<file path="config.mk">
export PLATFORM = sky130hd
export DESIGN_NAME = ipv4_dotted_address_parser_core_flat
export DESIGN_NICKNAME = d
export VERILOG_FILES = /design/src/rtl/core/ipv4p_pkg.sv /design/src/rtl/core/ipv4p_char_if.sv /design/src/rtl/core/ipv4p_res_if.sv /design/src/rtl/core/ipv4p_queue.sv /design/src/rtl/core/ipv4p_front.sv /design/src/rtl/core/ipv4p_back.sv /design/src/rtl/core/ipv4_dotted_address_parser_core.sv /design/src/flat_wrapper.sv
export SDC_FILE = /design/constraint.sdc
export NUM_CORES = 1
export LEC_CHECK = 0
export BUFFER_PORTS_ARGS = -buffer_cell sky130_fd_sc_hd__buf_2
export CAP_MARGIN = 30
export CORE_MARGIN = 10
export CORE_UTILIZATION = 43
export DETAILED_ROUTE_END_ITERATION = 12
export PLACE_DENSITY = 0.72
export SETUP_SLACK_MARGIN = 0.3
export SKIP_LAST_GASP = 1
export SYNTH_ARGS = -nofsm -noshare
export SYNTH_HDL_FRONTEND = slang
export SYNTH_SLANG_ARGS = --single-unit
</file>
<file path="constraint.sdc">
create_clock -name clk_i -period 3.9 [get_ports clk_i]
set_input_delay 0.39 -clock clk_i [delete_from_list [all_inputs] [get_ports clk_i]]
set_output_delay 0.39 -clock clk_i [all_outputs]
set_load 0.1 [all_outputs]
</file>
<file path="src/rtl/core/ipv4p_pkg.sv">
// Shared types, constants and the character classifier for the dotted IPv4 parser.
// No dependencies; every other file of the parser imports this package.
package ipv4p_pkg;

  localparam int unsigned CHAR_W     = 8;
  localparam int unsigned ADDR_W     = 32;
  localparam int unsigned QUEUE_DEPTH = 2;

  // ASCII codes the classifier looks at
  localparam logic [CHAR_W-1:0] CH_NUL   = 8'h00;
  localparam logic [CHAR_W-1:0] CH_TAB   = 8'h09;
  localparam logic [CHAR_W-1:0] CH_CR    = 8'h0D;
  localparam logic [CHAR_W-1:0] CH_SPACE = 8'h20;
  localparam logic [CHAR_W-1:0] CH_DOT   = 8'h2E;
  localparam logic [CHAR_W-1:0] CH_0     = 8'h30;
  localparam logic [CHAR_W-1:0] CH_9     = 8'h39;
  localparam logic [CHAR_W-1:0] CH_UA    = 8'h41;
  localparam logic [CHAR_W-1:0] CH_UF    = 8'h46;
  localparam logic [CHAR_W-1:0] CH_UX    = 8'h58;
  localparam logic [CHAR_W-1:0] CH_LA    = 8'h61;
  localparam logic [CHAR_W-1:0] CH_LF    = 8'h66;
  localparam logic [CHAR_W-1:0] CH_LX    = 8'h78;
  localparam logic [CHAR_W-1:0] HEX_UOFS = 8'h37;  // 'A' - 10
  localparam logic [CHAR_W-1:0] HEX_LOFS = 8'h57;  // 'a' - 10

  typedef enum logic [2:0] {
    CC_DIGIT,
    CC_HEXL,
    CC_X,
    CC_DOT,
    CC_NUL,
    CC_SPACE,
    CC_OTHER
  } char_class_e;

  typedef struct packed {
    char_class_e cls;
    logic [3:0]  val;   // digit or hex-letter value
  } token_t;

  function automatic token_t classify(input logic [CHAR_W-1:0] c);
    token_t t;
    t.cls = CC_OTHER;
    t.val = '0;
    if (c >= CH_0 && c <= CH_9) begin
      t.cls = CC_DIGIT;
      t.val = 4'(c - CH_0);
    end else if (c >= CH_LA && c <= CH_LF) begin
      t.cls = CC_HEXL;
      t.val = 4'(c - HEX_LOFS);
    end else if (c >= CH_UA && c <= CH_UF) begin
      t.cls = CC_HEXL;
      t.val = 4'(c - HEX_UOFS);
    end else if (c == CH_LX || c == CH_UX) begin
      t.cls = CC_X;
    end else if (c == CH_DOT) begin
      t.cls = CC_DOT;
    end else if (c == CH_NUL) begin
      t.cls = CC_NUL;
    end else if (c == CH_SPACE || (c >= CH_TAB && c <= CH_CR)) begin
      t.cls = CC_SPACE;
    end
    return t;
  endfunction

endpackage

</file>
<file path="src/rtl/core/ipv4p_char_if.sv">
// Character request channel: valid/ready handshake carrying one ASCII character.
// Depends on ipv4p_pkg.
interface ipv4p_char_if import ipv4p_pkg::*; ();
  logic              valid;
  logic              ready;
  logic [CHAR_W-1:0] char_in;

  modport source (output valid, output char_in, input ready);
  modport sink   (input valid, input char_in, output ready);
endinterface

</file>
<file path="src/rtl/core/ipv4p_res_if.sv">
// Result request channel: valid/ready handshake carrying ok flag and packed address.
// Depends on ipv4p_pkg.
interface ipv4p_res_if import ipv4p_pkg::*; ();
  logic              valid;
  logic              ready;
  logic              ok;
  logic [ADDR_W-1:0] address;

  modport source (output valid, output ok, output address, input ready);
  modport sink   (input valid, input ok, input address, output ready);
endinterface

</file>
<file path="src/rtl/core/ipv4p_queue.sv">
// Short token queue between the classifier front end and the parser back end.
// Depends on ipv4p_pkg (token_t, QUEUE_DEPTH).
module ipv4p_queue import ipv4p_pkg::*; (
  input  logic   clk_i,
  input  logic   rst_ni,
  input  logic   push_i,
  input  token_t push_data_i,
  output logic   full_o,
  input  logic   pop_i,
  output token_t pop_data_o,
  output logic   empty_o
);

  localparam int unsigned PTR_W = (QUEUE_DEPTH > 1) ? $clog2(QUEUE_DEPTH) : 1;
  localparam int unsigned CNT_W = $clog2(QUEUE_DEPTH + 1);
  localparam logic [PTR_W-1:0] LAST_PTR = PTR_W'(QUEUE_DEPTH - 1);
  localparam logic [CNT_W-1:0] FULL_CNT = CNT_W'(QUEUE_DEPTH);

  token_t            mem_q [QUEUE_DEPTH];
  logic [PTR_W-1:0]  wptr_q, wptr_d;
  logic [PTR_W-1:0]  rptr_q, rptr_d;
  logic [CNT_W-1:0]  count_q, count_d;
  logic              do_push, do_pop;

  assign full_o     = (count_q == FULL_CNT);
  assign empty_o    = (count_q == '0);
  assign do_push    = push_i && !full_o;
  assign do_pop     = pop_i && !empty_o;
  assign pop_data_o = mem_q[rptr_q];

  always_comb begin
    wptr_d  = wptr_q;
    rptr_d  = rptr_q;
    count_d = count_q;
    if (do_push) begin
      wptr_d = (wptr_q == LAST_PTR) ? '0 : wptr_q + 1'b1;
    end
    if (do_pop) begin
      rptr_d = (rptr_q == LAST_PTR) ? '0 : rptr_q + 1'b1;
    end
    if (do_push && !do_pop) begin
      count_d = count_q + 1'b1;
    end else if (do_pop && !do_push) begin
      count_d = count_q - 1'b1;
    end
  end

  always_ff @(posedge clk_i or negedge rst_ni) begin
    if (!rst_ni) begin
      wptr_q  <= '0;
      rptr_q  <= '0;
      count_q <= '0;
    end else begin
      wptr_q  <= wptr_d;
      rptr_q  <= rptr_d;
      count_q <= count_d;
    end
  end

  always_ff @(posedge clk_i) begin
    if (do_push) begin
      mem_q[wptr_q] <= push_data_i;
    end
  end

  assert property (@(posedge clk_i) disable iff (!rst_ni) count_q <= FULL_CNT)
    else $error("queue count beyond depth");

endmodule

</file>
<file path="src/rtl/core/ipv4p_front.sv">
// Front end: accepts character requests and classifies them into queue tokens.
// Depends on ipv4p_pkg and ipv4p_char_if.
module ipv4p_front import ipv4p_pkg::*; (
  ipv4p_char_if.sink char_i,
  input  logic       full_i,
  output logic       push_o,
  output token_t     token_o
);

  assign char_i.ready = !full_i;
  assign push_o       = char_i.valid && !full_i;
  assign token_o      = classify(char_i.char_in);

endmodule

</file>
<file path="src/rtl/core/ipv4p_back.sv">
// Back end: per-part accumulation, dot packing, range check and result register.
// Depends on ipv4p_pkg and ipv4p_res_if.
module ipv4p_back import ipv4p_pkg::*; (
  input  logic         clk_i,
  input  logic         rst_ni,
  input  token_t       token_i,
  input  logic         empty_i,
  output logic         pop_o,
  ipv4p_res_if.source  res_o
);

  typedef enum logic [1:0] {
    PH_START,
    PH_ZERO,
    PH_DIGIT,
    PH_WAIT
  } phase_e;

  typedef enum logic [1:0] {
    RX_DEC,
    RX_OCT,
    RX_HEX
  } radix_e;

  phase_e            phase_q, phase_d;
  radix_e            radix_q, radix_d;
  logic [ADDR_W-1:0] part_q, part_d;
  logic [ADDR_W-1:0] prefix_q, prefix_d;
  logic [1:0]        parts_q, parts_d;
  logic              out_valid_q;
  logic              ok_q, ok_d;
  logic [ADDR_W-1:0] addr_q, addr_d;

  logic              emit;
  logic              out_free;
  logic              do_part;
  radix_e            part_radix;
  logic [ADDR_W-1:0] digit_ext;
  logic [ADDR_W-1:0] acc;
  logic              fits;
  logic [ADDR_W-1:0] shifted;

  assign out_free  = !out_valid_q || res_o.ready;
  assign digit_ext = ADDR_W'(token_i.val);

  // multiply-by-radix as shifts, wraps at 32 bits
  always_comb begin
    case (part_radix)
      RX_HEX:  acc = (part_q << 4) + digit_ext;
      RX_OCT:  acc = (part_q << 3) + digit_ext;
      default: acc = (part_q << 3) + (part_q << 1) + digit_ext;
    endcase
  end

  always_comb begin
    case (parts_q)
      2'd0:    fits = 1'b1;
      2'd1:    fits = (part_q[ADDR_W-1:24] == '0);
      2'd2:    fits = (part_q[ADDR_W-1:16] == '0);
      default: fits = (part_q[ADDR_W-1:8] == '0);
    endcase
  end

  always_comb begin
    case (parts_q)
      2'd0:    shifted = part_q << 24;
      2'd1:    shifted = part_q << 16;
      default: shifted = part_q << 8;
    endcase
  end

  always_comb begin
    phase_d    = phase_q;
    radix_d    = radix_q;
    part_d     = part_q;
    prefix_d   = prefix_q;
    parts_d    = parts_q;
    emit       = 1'b0;
    ok_d       = 1'b0;
    addr_d     = '0;
    do_part    = 1'b0;
    part_radix = radix_q;

    case (phase_q)
      PH_START: begin
        if (token_i.cls != CC_DIGIT) begin
          emit = 1'b1;
        end else if (token_i.val == 4'd0) begin
          part_d  = '0;
          phase_d = PH_ZERO;
        end else begin
          radix_d = RX_DEC;
          part_d  = digit_ext;
          phase_d = PH_DIGIT;
        end
      end
      PH_ZERO: begin
        phase_d = PH_DIGIT;
        if (token_i.cls == CC_X) begin
          radix_d = RX_HEX;
        end else begin
          radix_d    = RX_OCT;
          part_radix = RX_OCT;
          do_part    = 1'b1;
        end
      end
      PH_DIGIT: begin
        do_part = 1'b1;
      end
      default: begin
        if (token_i.cls == CC_NUL) begin
          phase_d = PH_START;
        end
      end
    endcase

    if (do_part) begin
      if (token_i.cls == CC_DIGIT ||
          (part_radix == RX_HEX && token_i.cls == CC_HEXL)) begin
        part_d = acc;
      end else if (token_i.cls == CC_DOT) begin
        if (parts_q == 2'd3) begin
          emit = 1'b1;
        end else begin
          prefix_d = prefix_q | shifted;
          parts_d  = parts_q + 2'd1;
          part_d   = '0;
          radix_d  = RX_DEC;
          phase_d  = PH_START;
        end
      end else begin
        emit = 1'b1;
        if ((token_i.cls == CC_NUL || token_i.cls == CC_SPACE) && fits) begin
          ok_d   = 1'b1;
          addr_d = part_q | prefix_q;
        end
      end
    end

    if (emit) begin
      phase_d  = (token_i.cls == CC_NUL) ? PH_START : PH_WAIT;
      radix_d  = RX_DEC;
      part_d   = '0;
      prefix_d = '0;
      parts_d  = '0;
    end
  end

  // a token that yields a result waits for the output register
  assign pop_o = !empty_i && (!emit || out_free);

  always_ff @(posedge clk_i or negedge rst_ni) begin
    if (!rst_ni) begin
      phase_q     <= PH_START;
      radix_q     <= RX_DEC;
      part_q      <= '0;
      prefix_q    <= '0;
      parts_q     <= '0;
      out_valid_q <= 1'b0;
      ok_q        <= 1'b0;
      addr_q      <= '0;
    end else begin
      if (pop_o) begin
        phase_q  <= phase_d;
        radix_q  <= radix_d;
        part_q   <= part_d;
        prefix_q <= prefix_d;
        parts_q  <= parts_d;
      end
      if (pop_o && emit) begin
        out_valid_q <= 1'b1;
        ok_q        <= ok_d;
        addr_q      <= addr_d;
      end else if (res_o.ready) begin
        out_valid_q <= 1'b0;
      end
    end
  end

  assign res_o.valid   = out_valid_q;
  assign res_o.ok      = ok_q;
  assign res_o.address = addr_q;

  assert property (@(posedge clk_i) disable iff (!rst_ni)
    (pop_o && emit) |-> out_free)
    else $error("result overwrote a pending request");

  assert property (@(posedge clk_i) disable iff (!rst_ni)
    (phase_q == PH_START) |-> (part_q == '0 && radix_q == RX_DEC))
    else $error("part not cleared at start of part");

  assert property (@(posedge clk_i) disable iff (!rst_ni)
    (phase_q == PH_WAIT) |-> (prefix_q == '0 && parts_q == 2'd0 && part_q == '0))
    else $error("state not cleared while waiting for NUL");

  assert property (@(posedge clk_i) disable iff (!rst_ni)
    (out_valid_q && !res_o.ready) |=> (out_valid_q && $stable(addr_q) && $stable(ok_q)))
    else $error("stalled result changed");

endmodule

</file>
<file path="src/rtl/core/ipv4_dotted_address_parser_core.sv">
// Top level of the dotted IPv4 address parser: classifier, token queue, parser.
// Depends on ipv4p_pkg, ipv4p_char_if, ipv4p_res_if, ipv4p_front, ipv4p_queue, ipv4p_back.
//
//   port    dir   payload                    items
//   char_i  in    char_in[7:0]               one ASCII character per request
//   res_o   out   ok, address[31:0]          zero or one per character
//
// One character per cycle sustained while res_o accepts results; the parser back end is the only loop.
// A result enters the output register when its terminating character leaves the token queue.
// Reset clears the queue, the parser state and the output register.
// A pending result held by res_o stalls only terminating characters; the
// two-entry queue absorbs the rest, and a full queue drops char_i.ready.
module ipv4_dotted_address_parser_core import ipv4p_pkg::*; (
  input  logic          clk_i,
  input  logic          rst_ni,
  ipv4p_char_if.sink    char_i,
  ipv4p_res_if.source   res_o
);

  logic   push;
  logic   full;
  logic   pop;
  logic   empty;
  token_t push_token;
  token_t pop_token;

  ipv4p_front u_front (
    .char_i  (char_i),
    .full_i  (full),
    .push_o  (push),
    .token_o (push_token)
  );

  ipv4p_queue u_queue (
    .clk_i       (clk_i),
    .rst_ni      (rst_ni),
    .push_i      (push),
    .push_data_i (push_token),
    .full_o      (full),
    .pop_i       (pop),
    .pop_data_o  (pop_token),
    .empty_o     (empty)
  );

  ipv4p_back u_back (
    .clk_i   (clk_i),
    .rst_ni  (rst_ni),
    .token_i (pop_token),
    .empty_i (empty),
    .pop_o   (pop),
    .res_o   (res_o)
  );

endmodule

</file>
<file path="src/flat_wrapper.sv">
// flat-port wrapper written by rule: the top's interface ports become plain ports
module ipv4_dotted_address_parser_core_flat import ipv4p_pkg::*;
  (clk_i, rst_ni, char_i_valid, char_i_char_in, char_i_ready, res_o_valid, res_o_ok, res_o_address, res_o_ready);
  ipv4p_char_if char_i_i ();
  ipv4p_res_if res_o_i ();
  input  logic clk_i;
  input  logic rst_ni;
  input wire logic [$bits(char_i_i.valid)-1:0] char_i_valid;
  input wire logic [$bits(char_i_i.char_in)-1:0] char_i_char_in;
  output wire logic [$bits(char_i_i.ready)-1:0] char_i_ready;
  output wire logic [$bits(res_o_i.valid)-1:0] res_o_valid;
  output wire logic [$bits(res_o_i.ok)-1:0] res_o_ok;
  output wire logic [$bits(res_o_i.address)-1:0] res_o_address;
  input wire logic [$bits(res_o_i.ready)-1:0] res_o_ready;
  assign char_i_i.valid = char_i_valid;
  assign char_i_i.char_in = char_i_char_in;
  assign char_i_ready = char_i_i.ready;
  assign res_o_valid = res_o_i.valid;
  assign res_o_ok = res_o_i.ok;
  assign res_o_address = res_o_i.address;
  assign res_o_i.ready = res_o_ready;
  ipv4_dotted_address_parser_core u_core (.clk_i(clk_i), .rst_ni(rst_ni), .char_i(char_i_i), .res_o(res_o_i));
endmodule
</file>
After elaboration in Yosys (flattened, before gate mapping)
Memory sizes are Yosys's and may differ from the RTL's.
Cells that the tools add are included.
Widths: inputs -> output; s select.
{ "op_classes": {"add_sub_neg": 12, "order_cmp": 8, "n_eq_ne": 19, "n_mux": 74, "n_bitwise": 2, "n_reduce_logical": 40} }
{ "ops": {"columns": ["cell", "count"], "rows": [
  ["$mux 32", 16],
  ["$pmux 32 s2", 2],
  ["$add 32x4->32", 3],
  ["$or 32x32->32", 2],
  ["$mux 2", 28],
  ["$add 32x32->32", 1],
  ["$logic_not 24->1", 1],
  ["$mux 1", 17],
  ["$eq 8x6->1 const B", 2],
  ["$eq 8x7->1 const B", 2],
  ["$ge 8x7->1 const B", 2],
  ["$le 8x7->1 const B", 2],
  ["$logic_not 16->1", 1],
  ["$logic_not 8->1", 2],
  ["$mux 7", 2],
  ["$logic_and 1x1->1", 13],
  ["$eq 2x2->1 const B", 5],
  ["$mux 3", 3],
  ["$ge 8x4->1 const B", 1],
  ["$ge 8x6->1 const B", 1],
  ["$le 8x4->1 const B", 1],
  ["$le 8x6->1 const B", 1],
  ["$mux 4", 2],
  ["$reduce_bool 2->1", 4],
  ["other kinds (21)", 41]
]} }
{ "word_totals": {"reg_bits": 108, "ram_bits": 14, "inputBits": 12, "output_inout_bits": 35, "wordCells": 167, "mem_count": 1} }
{ "mem_list": {"columns": ["memory", "words", "word_bits", "rd", "rd_ports_with_merged_regs", "wr", "line", "source"], "rows": [
  ["u_core.u_queue.mem_q", 2, 7, 1, 0, 1, "ipv4p_queue.sv:19", "token_t mem_q [QUEUE_DEPTH];"]
]} }

Depth between registers and ports, before layout
Gate-level depths: netlist of the first run.
An unclocked memory read counts as a cell.
{ "depth": {"ltp_word": 16, "mapped_depth": 17, "mapped_depth_nobuf": 15} }

Modules after synthesis
From an unflattened synthesis of the first run, not the netlist that was laid out.
{ "unflattened": {"hier_cells": 1046, "hier_area_um2": 8886.0} }
{ "modules_own_cells": {"columns": ["module", "n_inst", "cells_each", "area_per_inst_um2", "seq_area_each_um2"], "rows": [
  ["ipv4p_back", 1, 957, 7778.7, 2402.3],
  ["ipv4p_queue", 1, 41, 710.7, 520.5],
  ["ipv4p_front", 1, 48, 396.6, 0.0]
]} }

Worst setup path after synthesis of the first run
OpenSTA, ideal clock, no wires.
{ "synth_path": {"path_type": "register to register", "start": "reg u_core.u_queue.rptr_q", "end": "reg u_core.u_back.part_q[28]", "setup_time_ns": 0.116, "arrival_ns": 3.604, "required_time_ns": 3.784, "setup_slack_ns": 0.180, "stages_incl_launch_ff": 15, "path_buffers": 2, "synth_period_minus_slack_ns": 3.720, "path_cell_list": "dfrtp_1 -> clkbuf_1 -> buf_2 -> mux2i_1 -> fa_1 -> fa_1 -> nor2b_1 -> o21ai_0 -> a21oi_1 -> o211ai_1 -> a31o_2 -> a311oi_1 -> nor2_1 -> or4_1 -> o311ai_0"} }
{ "synth_via": {"elab_chain_cells": 12, "word_cells_on_any_way": 34, "classes_between": "add/sub (3); eq/ne (5); mux (18); reduce/logical (7); memory (1)"} }
{ "synth_lines": {"columns": ["element", "line", "source"], "rows": [
  ["from (decl)", "ipv4p_queue.sv:21", "logic [PTR_W-1:0] rptr_q, rptr_d;"],
  ["from (signal assigned)", "ipv4p_queue.sv:55", "rptr_q <= rptr_d;"],
  ["$mem_v2 2x7 *", null, null],
  ["parallel branches: the longest is 11 deep, another holds $add 32x4->32", null, null],
  ["to (signal assigned)", "ipv4p_back.sv:166", "part_q <= part_d;"],
  ["to (decl)", "ipv4p_back.sv:27", "logic [ADDR_W-1:0] part_q, part_d;"]
]} }
Every way passes the cells marked *.
A chain may end at the register's enable or synchronous reset.

Worst setup path in the final report of the first run
{ "layout_path": {"start": "reg u_core.u_queue.rptr_q", "end": "reg u_core.u_back.part_q[31]"} }
The elaborated chain is that of the path after synthesis.

==> results of run 1 <==
-- kinds of logic (layout without fill, tap and decap cells) --
group	after synthesis	in the layout	share of synthesized area (%)
compound gates	323	323	24.7
fa+ha+maj	78	78	11.7
mux	6	6	0.706
flops	114	114	34.4
xor+xnor	41	41	4.22
simple gates	340	340	19.0
buf+inv	101	169	5.33
-- report_power, final --
group          switching [uW]  internal, uW  leakage [uW]  total [uW]
clock network             557          1090      0.000300        1650
registers                 209          1410       0.00150        1620
logic                    2120          1020       0.00288        3140
total                    2890          3520       0.00469        6400
-- per-stage QoR --
step	hold WS (ns)	total power, uW	setup slack, ns	instance area (um^2)	cells
2_1_floorplan	0.0944	3750	0.345	8510	1003
3_3_place_gp	0.448	4590	0.275	9120	1298
3_5_place_dp	0.450	4620	0.116	9120	1298
5_1_grt	0.280	6760	0.219	9880	1336
6_report	0.250	6400	0.373	9880	1336
4_1_cts	0.161	6310	0.306	9780	1331
-- path summary, 6_finish.rpt --
check | cells past startpoint | to | from | slack (ns)
worst max-delay path | 14 | u_core.u_back.part_q[31] | u_core.u_queue.rptr_q | 0.37
worst min-delay path | 3 | u_core.u_back.res_o.valid | res_o_ready | 0.25
worst max register to register | 14 | u_core.u_back.part_q[31] | u_core.u_queue.rptr_q | 0.37
worst min register to register | 2 | u_core.u_back.res_o.address[3] | u_core.u_back.res_o.address[3] | 0.46
max in group asynchronous | 4 | u_core.u_queue.rptr_q | rst_ni | 2.76
min in group asynchronous | 2 | u_core.u_back.prefix_q[8] | rst_ni | 0.32
-- tightest hold or removal path: cells and delay by family --
kind / cells / cell delay (ns)
buffers and inverters: 1 / 0.07
and+or+nand+nor: 2 / 0.16
-- state kept, by name, summed over array words and instances (netlist names), 2 cells and up --
| name | count |
|---|---|
| u_core.u_back.parts_q | 2 |
| u_core.u_back.res_o.address | 32 |
| u_core.u_queue.count_q | 2 |
| u_core.u_back.phase_q | 2 |
| u_core.u_back.part_q | 32 |
| u_core.u_back.radix_q | 2 |
| u_core.u_back.prefix_q | 24 |
| u_core.u_queue.mem_q | 14 |
-- per-layer routing --
metal	wire [um]	vias to the layer above	track usage, %
li1	-	3760	-
met5	0	-	0
met3	1790	51	3.40
met1	10800	3837	24.9
met4	673	0	7.18
met2	11700	370	30.4
-- placed cells by master (no fill, tap or decap), types with 19 or more instances in the layout --
| cell | instances |
|---|---|
| inv_1 | 36 |
| o21ai_0 | 56 |
| nand3_1 | 29 |
| nand2b_1 | 19 |
| ha_1 | 75 |
| nor2_1 | 68 |
| xnor2_1 | 25 |
| nand2_1 | 143 |
| buf_2 | 45 |
| a22o_1 | 22 |
| o21ai_1 | 41 |
| a21oi_1 | 69 |
| dfrtp_1 | 99 |
| buf_4 | 53 |
-- final cells by class --
type                            count  area, um^2  area share, %
Timing Repair Buffer              101         672           6.80
Multi-Input combinational cell    788        5190           52.5
Inverter                           37         139           1.41
Sequential cell                   114        2920           29.6
Clock buffer                       23         499           5.05
Clock inverter                      8         124           1.25
Tap cell                          265         332           3.36
-- repair_timing --
item,CTS,global route
setup endpoints to repair,11,37
pin swaps,3,5
hold buffers,0,1
setup buffers,2,3
endpoints found under the hold margin,0,3
resized for setup,9,13
gates cloned,0,0
==> results.toml, run 1 <==
[run_status]
status = "finished clean"

[timing]
finalCriticalPeriod_ns = 3.53
max_freq_mhz = 284
period_share_pct = 90.4
tightest_slew_ns = 0.972
fin_skew_ns = 0.00947
hold_viol = 0
rsz0062_at_grt = "true"
finalSetupViolCount = 0
drv_slew = 0
slew-limit-headroom_pct = 35.2
fin_setup_tns_ns = 0

[cts]
clk_latency_ns = 0.42
cts_tree = "yes"
clkSinkCount = 114
path_clk_slew_ns = 0.06
clock_path_buffers = 2
cts_root_buf = "clkbuf_16"
ctsHtreeMaxLevel = 4
cts_buffers = 17

[setup_path]
worstPathCellList = "mux2i_2, fa_1, inv_1, ha_1, a211oi_2, o21ai_2, o211ai_1, buf_4, nand3_2, nand4_1, or3b_2, a31oi_1, or3_1, o2111ai_1"
cp_slowest_stage_delay_ns = 0.55
crit_required_ns = 4.18
startpoint_type = "flip-flop"
cp_num_buf_inv = 2
endpoint_kind = "flip-flop"
cp_top_family = "compound AO/OA/AOI/OAI gates"
worstSetupPathType = "flip-flop to flip-flop"
critPathMaxFanout = 4
arrival_ns = 3.81
crit_slowest_cell = "fa_1"

[final_layout]
final_layout_size_suffix_gt1_share_pct = 15.3
synthToLayoutAreaGrowth_pct = 16.2
final_core_util_pct = 50.8
finalNetCount = 1149
fillers = 1813
n_antenna_cell = 0

[floorplanning]
start_util_pct = 43.7
row_count = 51
core_area_mm2 = 0.0195
die_w_um = 161
dieArea_mm2 = 0.0258
io_pins = 47
die_h_um = 161

[yosys]
ys_top_cells_by_area = "dfrtp_1, ha_1, nand2_1"
synth_cell_types = 73
synth.avg_cell_area_um2 = 8.48
syn-cell-area_mm2 = 0.00850
synthArstFlopShare_pct = 87.7
yosys.area.top_type_share_pct = 29.4
yosysWarningCount = 0
ys_ff_latch = 114
synth-edff-count = 14
synth-seq-area-share_pct = 34.4
synth-main-ff-cell = "dfrtp_1"
netlist_top_cells_count = "nand2_1, dfrtp_1, ha_1"
yosysMostFrequentCell = "nand2_1"
synth_cells = 1003
synthesis.nets = 1093
synth_top_area_cell = "dfrtp_1"

[routing]
first_iter_violations = 930
ant_nets = 0
wl_um = 25000
remaining_drc_errors = 0
num_vias = 8018
viasPerCell = 6.00
wl_per_cell_um = 18.7
dr.pass1.iters = 6

[global_route]
grt_pass1_wl_um = 39900
grtUsageTotal_pct = 19.0
antenna_found_initial = 0
grt_max_degree = 73
overflow = 0
grt_pass1_vias = 7541

[run]
cap_violations = 0

[power]
ir_worst_vdd_mv = 0.538
power_per_cell_area_mw_per_mm2 = 648
p_leak_uw = 0.00469

[placed_design]
dp.final_hpwl_um = 17900
gp_congestion = 0.928
numPortBuffers = 46

[min_path]
hold_class = "input port to flip-flop"
(Power assumes the default switching activity.)
==> run 2, diff against run 1 <==
- PLACE_DENSITY: 0.72 -> default
- PLACE_DENSITY_LB_ADDON: default -> 0.08
==> run 2 against run 1 <==
Core utilization shrank 0.077 points; global-route usage grew 1.1 points; worst hold slack lost 0.17 ns; sequential power is essentially flat; first-iteration DRC count shrank 37%; cell count shrank 0.22%; flip-flop and latch count is the same; sequential share of layout area is essentially flat; routed wire length grew 3.4%; die area is the same; register-to-register slack gained 0.06 ns; maximum frequency grew 1.6%; critical endpoint is now u_core.u_back.part_q[28]; largest power group unchanged.
==> results.toml, run 2 (same netlist as run 1, synthesis figures left out) <==
[placed_design]
place_ws_ns = 0.130
dp.final_hpwl_um = 18500
gp_congestion = 0.899
numPortBuffers = 46

[run]
cap_violations = 0

[setup_path]
endpoint_kind = "flip-flop"
worstSetupPathType = "flip-flop to flip-flop"
r2r_slack_ns = 0.43
worstReg2RegStart = "u_core.u_queue.rptr_q"
arrival_ns = 3.78
critPathMaxFanout = 4
crit_required_ns = 4.21
ff2ff_path_depth = 15
startpoint_type = "flip-flop"
worstSetupEndpoint = "u_core.u_back.part_q[28]"
r2r_end = "u_core.u_back.part_q[28]"
startpoint = "u_core.u_queue.rptr_q"

[timing]
fin_skew_ns = 0.00953
max_freq_mhz = 288
tightest_slew_ns = 0.867
hold_viol = 0
finalCriticalPeriod_ns = 3.47
period_share_pct = 89.0
layout_setup_ws_ns = 0.429
slew-limit-headroom_pct = 42.2
fin_setup_tns_ns = 0
drv_slew = 0
rsz0062_at_grt = "false"
timing.hold.ws_ns = 0.0850
finalSetupViolCount = 0

[routing]
wl_um = 25800
dr.pass1.iters = 5
num_vias = 7712
viasPerCell = 5.79
wl_per_cell_um = 19.4
first_iter_violations = 584
ant_nets = 0
remaining_drc_errors = 0

[final_layout]
final_core_util_pct = 50.7
fillers = 1888
final_layout_size_suffix_gt1_share_pct = 15.5
finalNetCount = 1145
final_cell_mix = "nand2_1, dfrtp_1, ha_1, a21oi_1, nor2_1"
layout_commonest_cell = "nand2_1"
n_antenna_cell = 0
synthToLayoutAreaGrowth_pct = 16.0

[floorplanning]
core_area_mm2 = 0.0195
dieArea_mm2 = 0.0258
row_count = 51
die_w_um = 161
io_pins = 47
start_util_pct = 43.7
die_h_um = 161

[global_route]
antenna_found_initial = 0
grt_max_degree = 66
grt_pass1_wl_um = 41900
met3_usage_pct = 3.45
met2_usage_pct = 32.2
top_usage_layer = "met2"
grt_pass1_vias = 7504
met1_usage_pct = 26.7
grtUsageTotal_pct = 20.0
overflow = 0

[cts]
cts_tree = "yes"
cts_root_buf = "clkbuf_16"
hold_buffers = 0
clkSinkCount = 114
ctsHtreeMaxLevel = 4
clk_latency_ns = 0.42
clock_path_buffers = 2
path_clk_slew_ns = 0.06
cts_buffers = 17

[power]
power_per_cell_area_mw_per_mm2 = 643
p_leak_uw = 0.00465
ir_worst_vdd_mv = 0.948
power_uw = 6340

[min_path]
hold_class = "input port to async pin"

[run_status]
status = "finished clean"
==> run 2: changes by cell type in the layout (fill, tap and decap cells not counted), sizes merged <==
| cell | change |
|---|---|
| inv | +2 |
| buf | -3 |
| clkbuf | -3 |
| dlygate4sd3 | -1 |
| clkinv | +3 |
| bufinv | -1 |
==> run 2: timing repair <==
item | 4_1_cts | 5_1_grt
pin swaps | 5 | 11
endpoints found under the setup margin | 8 | 52
gates resized for setup | 11 | 20
setup buffers | 2 | 3
==> run 2: how the worst min path moves through the flow <==
| stage | endpoint | from | depth (start not counted) |
|---|---|---|---|
| final | u_core.u_back.res_o.address[9] | rst_ni | 1 |
| after global routing | u_core.u_back.res_o.address[9] | rst_ni | 1 |
| after CTS | u_core.u_back.res_o.address[9] | rst_ni | 1 |
| after detailed placement | u_core.u_back.res_o.address[2] | u_core.u_back.res_o.address[2] | 2 |
| after global placement | u_core.u_back.res_o.address[2] | u_core.u_back.res_o.address[2] | 2 |
| after floorplan | u_core.u_back.part_q[0] | rst_ni | 0 |
==> run 2: worst max-delay path, cell delays in order (launching register included) <==
cell	delay (ns)
dfrtp_2	0.40
mux2i_2	0.27
inv_1	0.11
ha_4	0.28
ha_4	0.14
inv_1	0.06
fa_2	0.40
nor2b_2	0.13
o21ai_2	0.07
a21oi_2	0.22
o211ai_1	0.16
a31o_2	0.28
a311oi_2	0.25
nor2_2	0.08
or4_1	0.40
o311ai_1	0.11
==> run 2: layer usage <==
layer,wire length [um],vias up
met5,0,-
met4,534,0
met3,1130,38
met2,12200,193
met1,12000,3729
li1,-,3752
==> run 2: cell type report <==
type	count	area (um^2)	area share, %
clock buffers	20	457	4.63
flip-flops and latches	114	2920	29.6
inverters	37	139	1.41
clock inverters	12	131	1.33
repair buffers	97	648	6.57
multi-input cells	788	5230	53.1
well taps	265	332	3.36
==> run 2: stage by stage <==
stage | instances | cell area [um^2]
final | 1333 | 9860
after global routing | 1333 | 9860
after CTS | 1330 | 9770
after detailed placement | 1296 | 9130
after global placement | 1296 | 9130
after floorplan | 1003 | 8510
==> run 2: power by group <==
| part | internal (uW) | switching [uW] | total, uW | leakage, uW |
|---|---|---|---|---|
| clock | 975 | 609 | 1580 | 0.000287 |
| combinational | 1040 | 2110 | 3150 | 0.00286 |
| sequential | 1410 | 197 | 1600 | 0.00150 |
==> run 3, diff against run 2 <==
==> constraint.sdc (replaced) <==
create_clock -name clk_i -period 3.9 [get_ports clk_i]
set_input_delay 0.195 -clock clk_i [delete_from_list [all_inputs] [get_ports clk_i]]
set_output_delay 0.195 -clock clk_i [all_outputs]
set_load 0.1 [all_outputs]
==> run 3 against run 2 <==
Worst hold slack better by 0.010 ns; global-route usage is essentially flat; design area rose by 0.70%; register-to-register slack lost 0.04 ns; clock power hardly changed; power up 0.63%; routed wire length barely moved; clock-buffer cell count did not move; core utilization increased by 0.35 points; maximum frequency decreased by 1.1%; via count grew 0.10%; first-iteration DRC count down 6.8%; critical endpoint unchanged.
==> results.toml, run 3 (same netlist as run 1, synthesis figures left out) <==
[routing]
viasPerCell = 5.78
met1_length_um = 11800
ant_nets = 0
first_iter_violations = 544
remaining_drc_errors = 0
wl_per_cell_um = 19.4
highest_layer = "met4"
wl_met2_um = 12100
dr.pass1.iters = 5
wl_met3_um = 1360
num_vias = 7720
wl_um = 25900

[global_route]
grt_max_degree = 66
grtUsageTotal_pct = 20.1
antenna_found_initial = 1
grt_pass1_vias = 7550
overflow = 0
grt_pass1_wl_um = 42200

[timing]
rsz0062_at_grt = "true"
period_share_pct = 90.0
hold_viol = 0
max_freq_mhz = 285
tightest_slew_ns = 0.837
fin_skew_ns = 0.00936
finalSetupViolCount = 0
slew-limit-headroom_pct = 44.2
fin_setup_tns_ns = 0
finalCriticalPeriod_ns = 3.51
drv_slew = 0

[run_status]
status = "finished clean"

[setup_path]
worstReg2RegStart = "u_core.u_queue.rptr_q"
cp_slowest_stage_delay_ns = 0.43
worstPathCellList = "mux2i_2, inv_1, ha_1, ha_4, inv_1, fa_2, nor2b_1, o21ai_1, a21oi_2, o211ai_1, a31o_2, a311oi_2, nor2_2, or4_1, o311ai_0"
r2r_slack_ns = 0.39
worstSetupPathType = "flip-flop to flip-flop"
ff2ff_path_depth = 15
startpoint_type = "flip-flop"
critPathMaxFanout = 3
arrival_ns = 3.82
crit_slowest_cell = "dfrtp_2"
r2r_end = "u_core.u_back.part_q[28]"
endpoint_kind = "flip-flop"
crit_required_ns = 4.21
cp_common_cell = "inv_1"

[cts]
clk_latency_ns = 0.42
cts_root_buf = "clkbuf_16"
cts_tree = "yes"
path_clk_slew_ns = 0.06
ctsHtreeMaxLevel = 4
clock_path_buffers = 2
cts_buffers = 17
clkSinkCount = 114

[floorplanning]
die_w_um = 161
io_pins = 47
die_h_um = 161
dieArea_mm2 = 0.0258
core_area_mm2 = 0.0195
row_count = 51
start_util_pct = 43.7

[final_layout]
final_layout_size_suffix_gt1_share_pct = 16.0
synthToLayoutAreaGrowth_pct = 16.8
final_cell_mix = "nand2_1, dfrtp_1, ha_1, a21oi_1, nor2_1"
layout_commonest_cell = "nand2_1"
finalNetCount = 1147
instances_no_fill = 1335
n_antenna_cell = 0

[power]
p_sw_uw = 2930
pwr-share-clk_pct = 24.8
ir_worst_vdd_mv = 0.932
power_uw = 6380
power_per_cell_area_mw_per_mm2 = 642
pwr-share-comb_pct = 50.0
seqPwrFrac_pct = 25.2
p_leak_uw = 0.00466
internal_power_uw = 3450
switching_share_pct = 45.9

[placed_design]
dp.final_hpwl_um = 18400
gp_congestion = 0.897
numPortBuffers = 46
dpl.cell_count = 1296

[run]
cap_violations = 0

[min_path]
whs_path_depth = 3
hp-start = "char_i_valid"
hold_class = "input port to flip-flop"
whs_endpoint = "u_core.u_queue.wptr_q"
-- run 3: changes by cell type in the layout (fill, tap and decap cells not counted), sizes merged --
cell         previous run  this run
clkinvlp                2         4
buf                    97        98
inv                    39        38
clkinv                  6         5
dlygate4sd3             0         1
-- run 3: through the flow --
step	hold slack (ns)	utilization, %	cell area [um^2]	setup WS, ns
6_report	0.0952	51.0	9930	0.390
5_1_grt	0.126	51.0	9930	0.265
4_1_cts	0.0785	50.2	9780	0.297
3_5_place_dp	0.232	46.9	9130	0.105
3_3_place_gp	0.231	46.9	9130	0.208
2_1_floorplan	-0.101	-	8510	0.345
-- run 3: critical path: cells and delay by family (launching register included) --
kind,cells,cell delay (ns)
AO/OA/AOI/OAI,6,1.14
adder cells (fa/ha/maj),3,0.85
AND/OR/NAND/NOR,3,0.60
flip-flops,1,0.43
multiplexers,1,0.27
buffers and inverters,2,0.12
-- run 3: how the worst max path moves through the flow --
| stage | from | end | slack [ns] | cells past startpoint |
|---|---|---|---|---|
| final | u_core.u_queue.rptr_q | u_core.u_back.part_q[28] | 0.39 | 15 |
| after global routing | u_core.u_queue.rptr_q | u_core.u_back.part_q[10] | 0.27 | 13 |
| after CTS | u_core.u_queue.rptr_q | u_core.u_back.part_q[31] | 0.30 | 13 |
| after detailed placement | u_core.u_queue.rptr_q | u_core.u_back.part_q[31] | 0.11 | 13 |
| after global placement | u_core.u_queue.rptr_q | u_core.u_back.part_q[31] | 0.21 | 13 |
| after floorplan | u_core.u_queue.rptr_q | u_core.u_back.part_q[28] | 0.35 | 14 |
-- run 3: power groups by stage --
stage	clock, uW	combinational, uW	sequential, uW
detailed placement	0	3030	1620
global route	1660	3520	1640
floorplan	0	2100	1640
global placement	0	3040	1610
CTS	1610	3070	1600
finish	1590	3190	1610
-- run 3: what timing repair did --
item                                   4_1_cts  5_1_grt
setup buffers                                2        4
setup endpoints to repair                   10       54
hold buffers                                 1        0
resized for setup                           10       28
endpoints found under the hold margin       42        0
pin swaps                                    6       14
-- run 3: layout make-up --
type                            count  area [um^2]
Fill cell                        1884         9530
Multi-Input combinational cell    788         5280
Sequential cell                   114         2920
Timing Repair Buffer               99          666
Clock buffer                       20          458
Tap cell                          265          332
Inverter                           37          139
Clock inverter                     12          131
-- run 3: metal layers --
layer	global-route usage (%)	up-vias
met5	0	-
met4	6.39	0
met3	3.09	40
met2	32.5	225
met1	26.8	3686
li1	-	3769
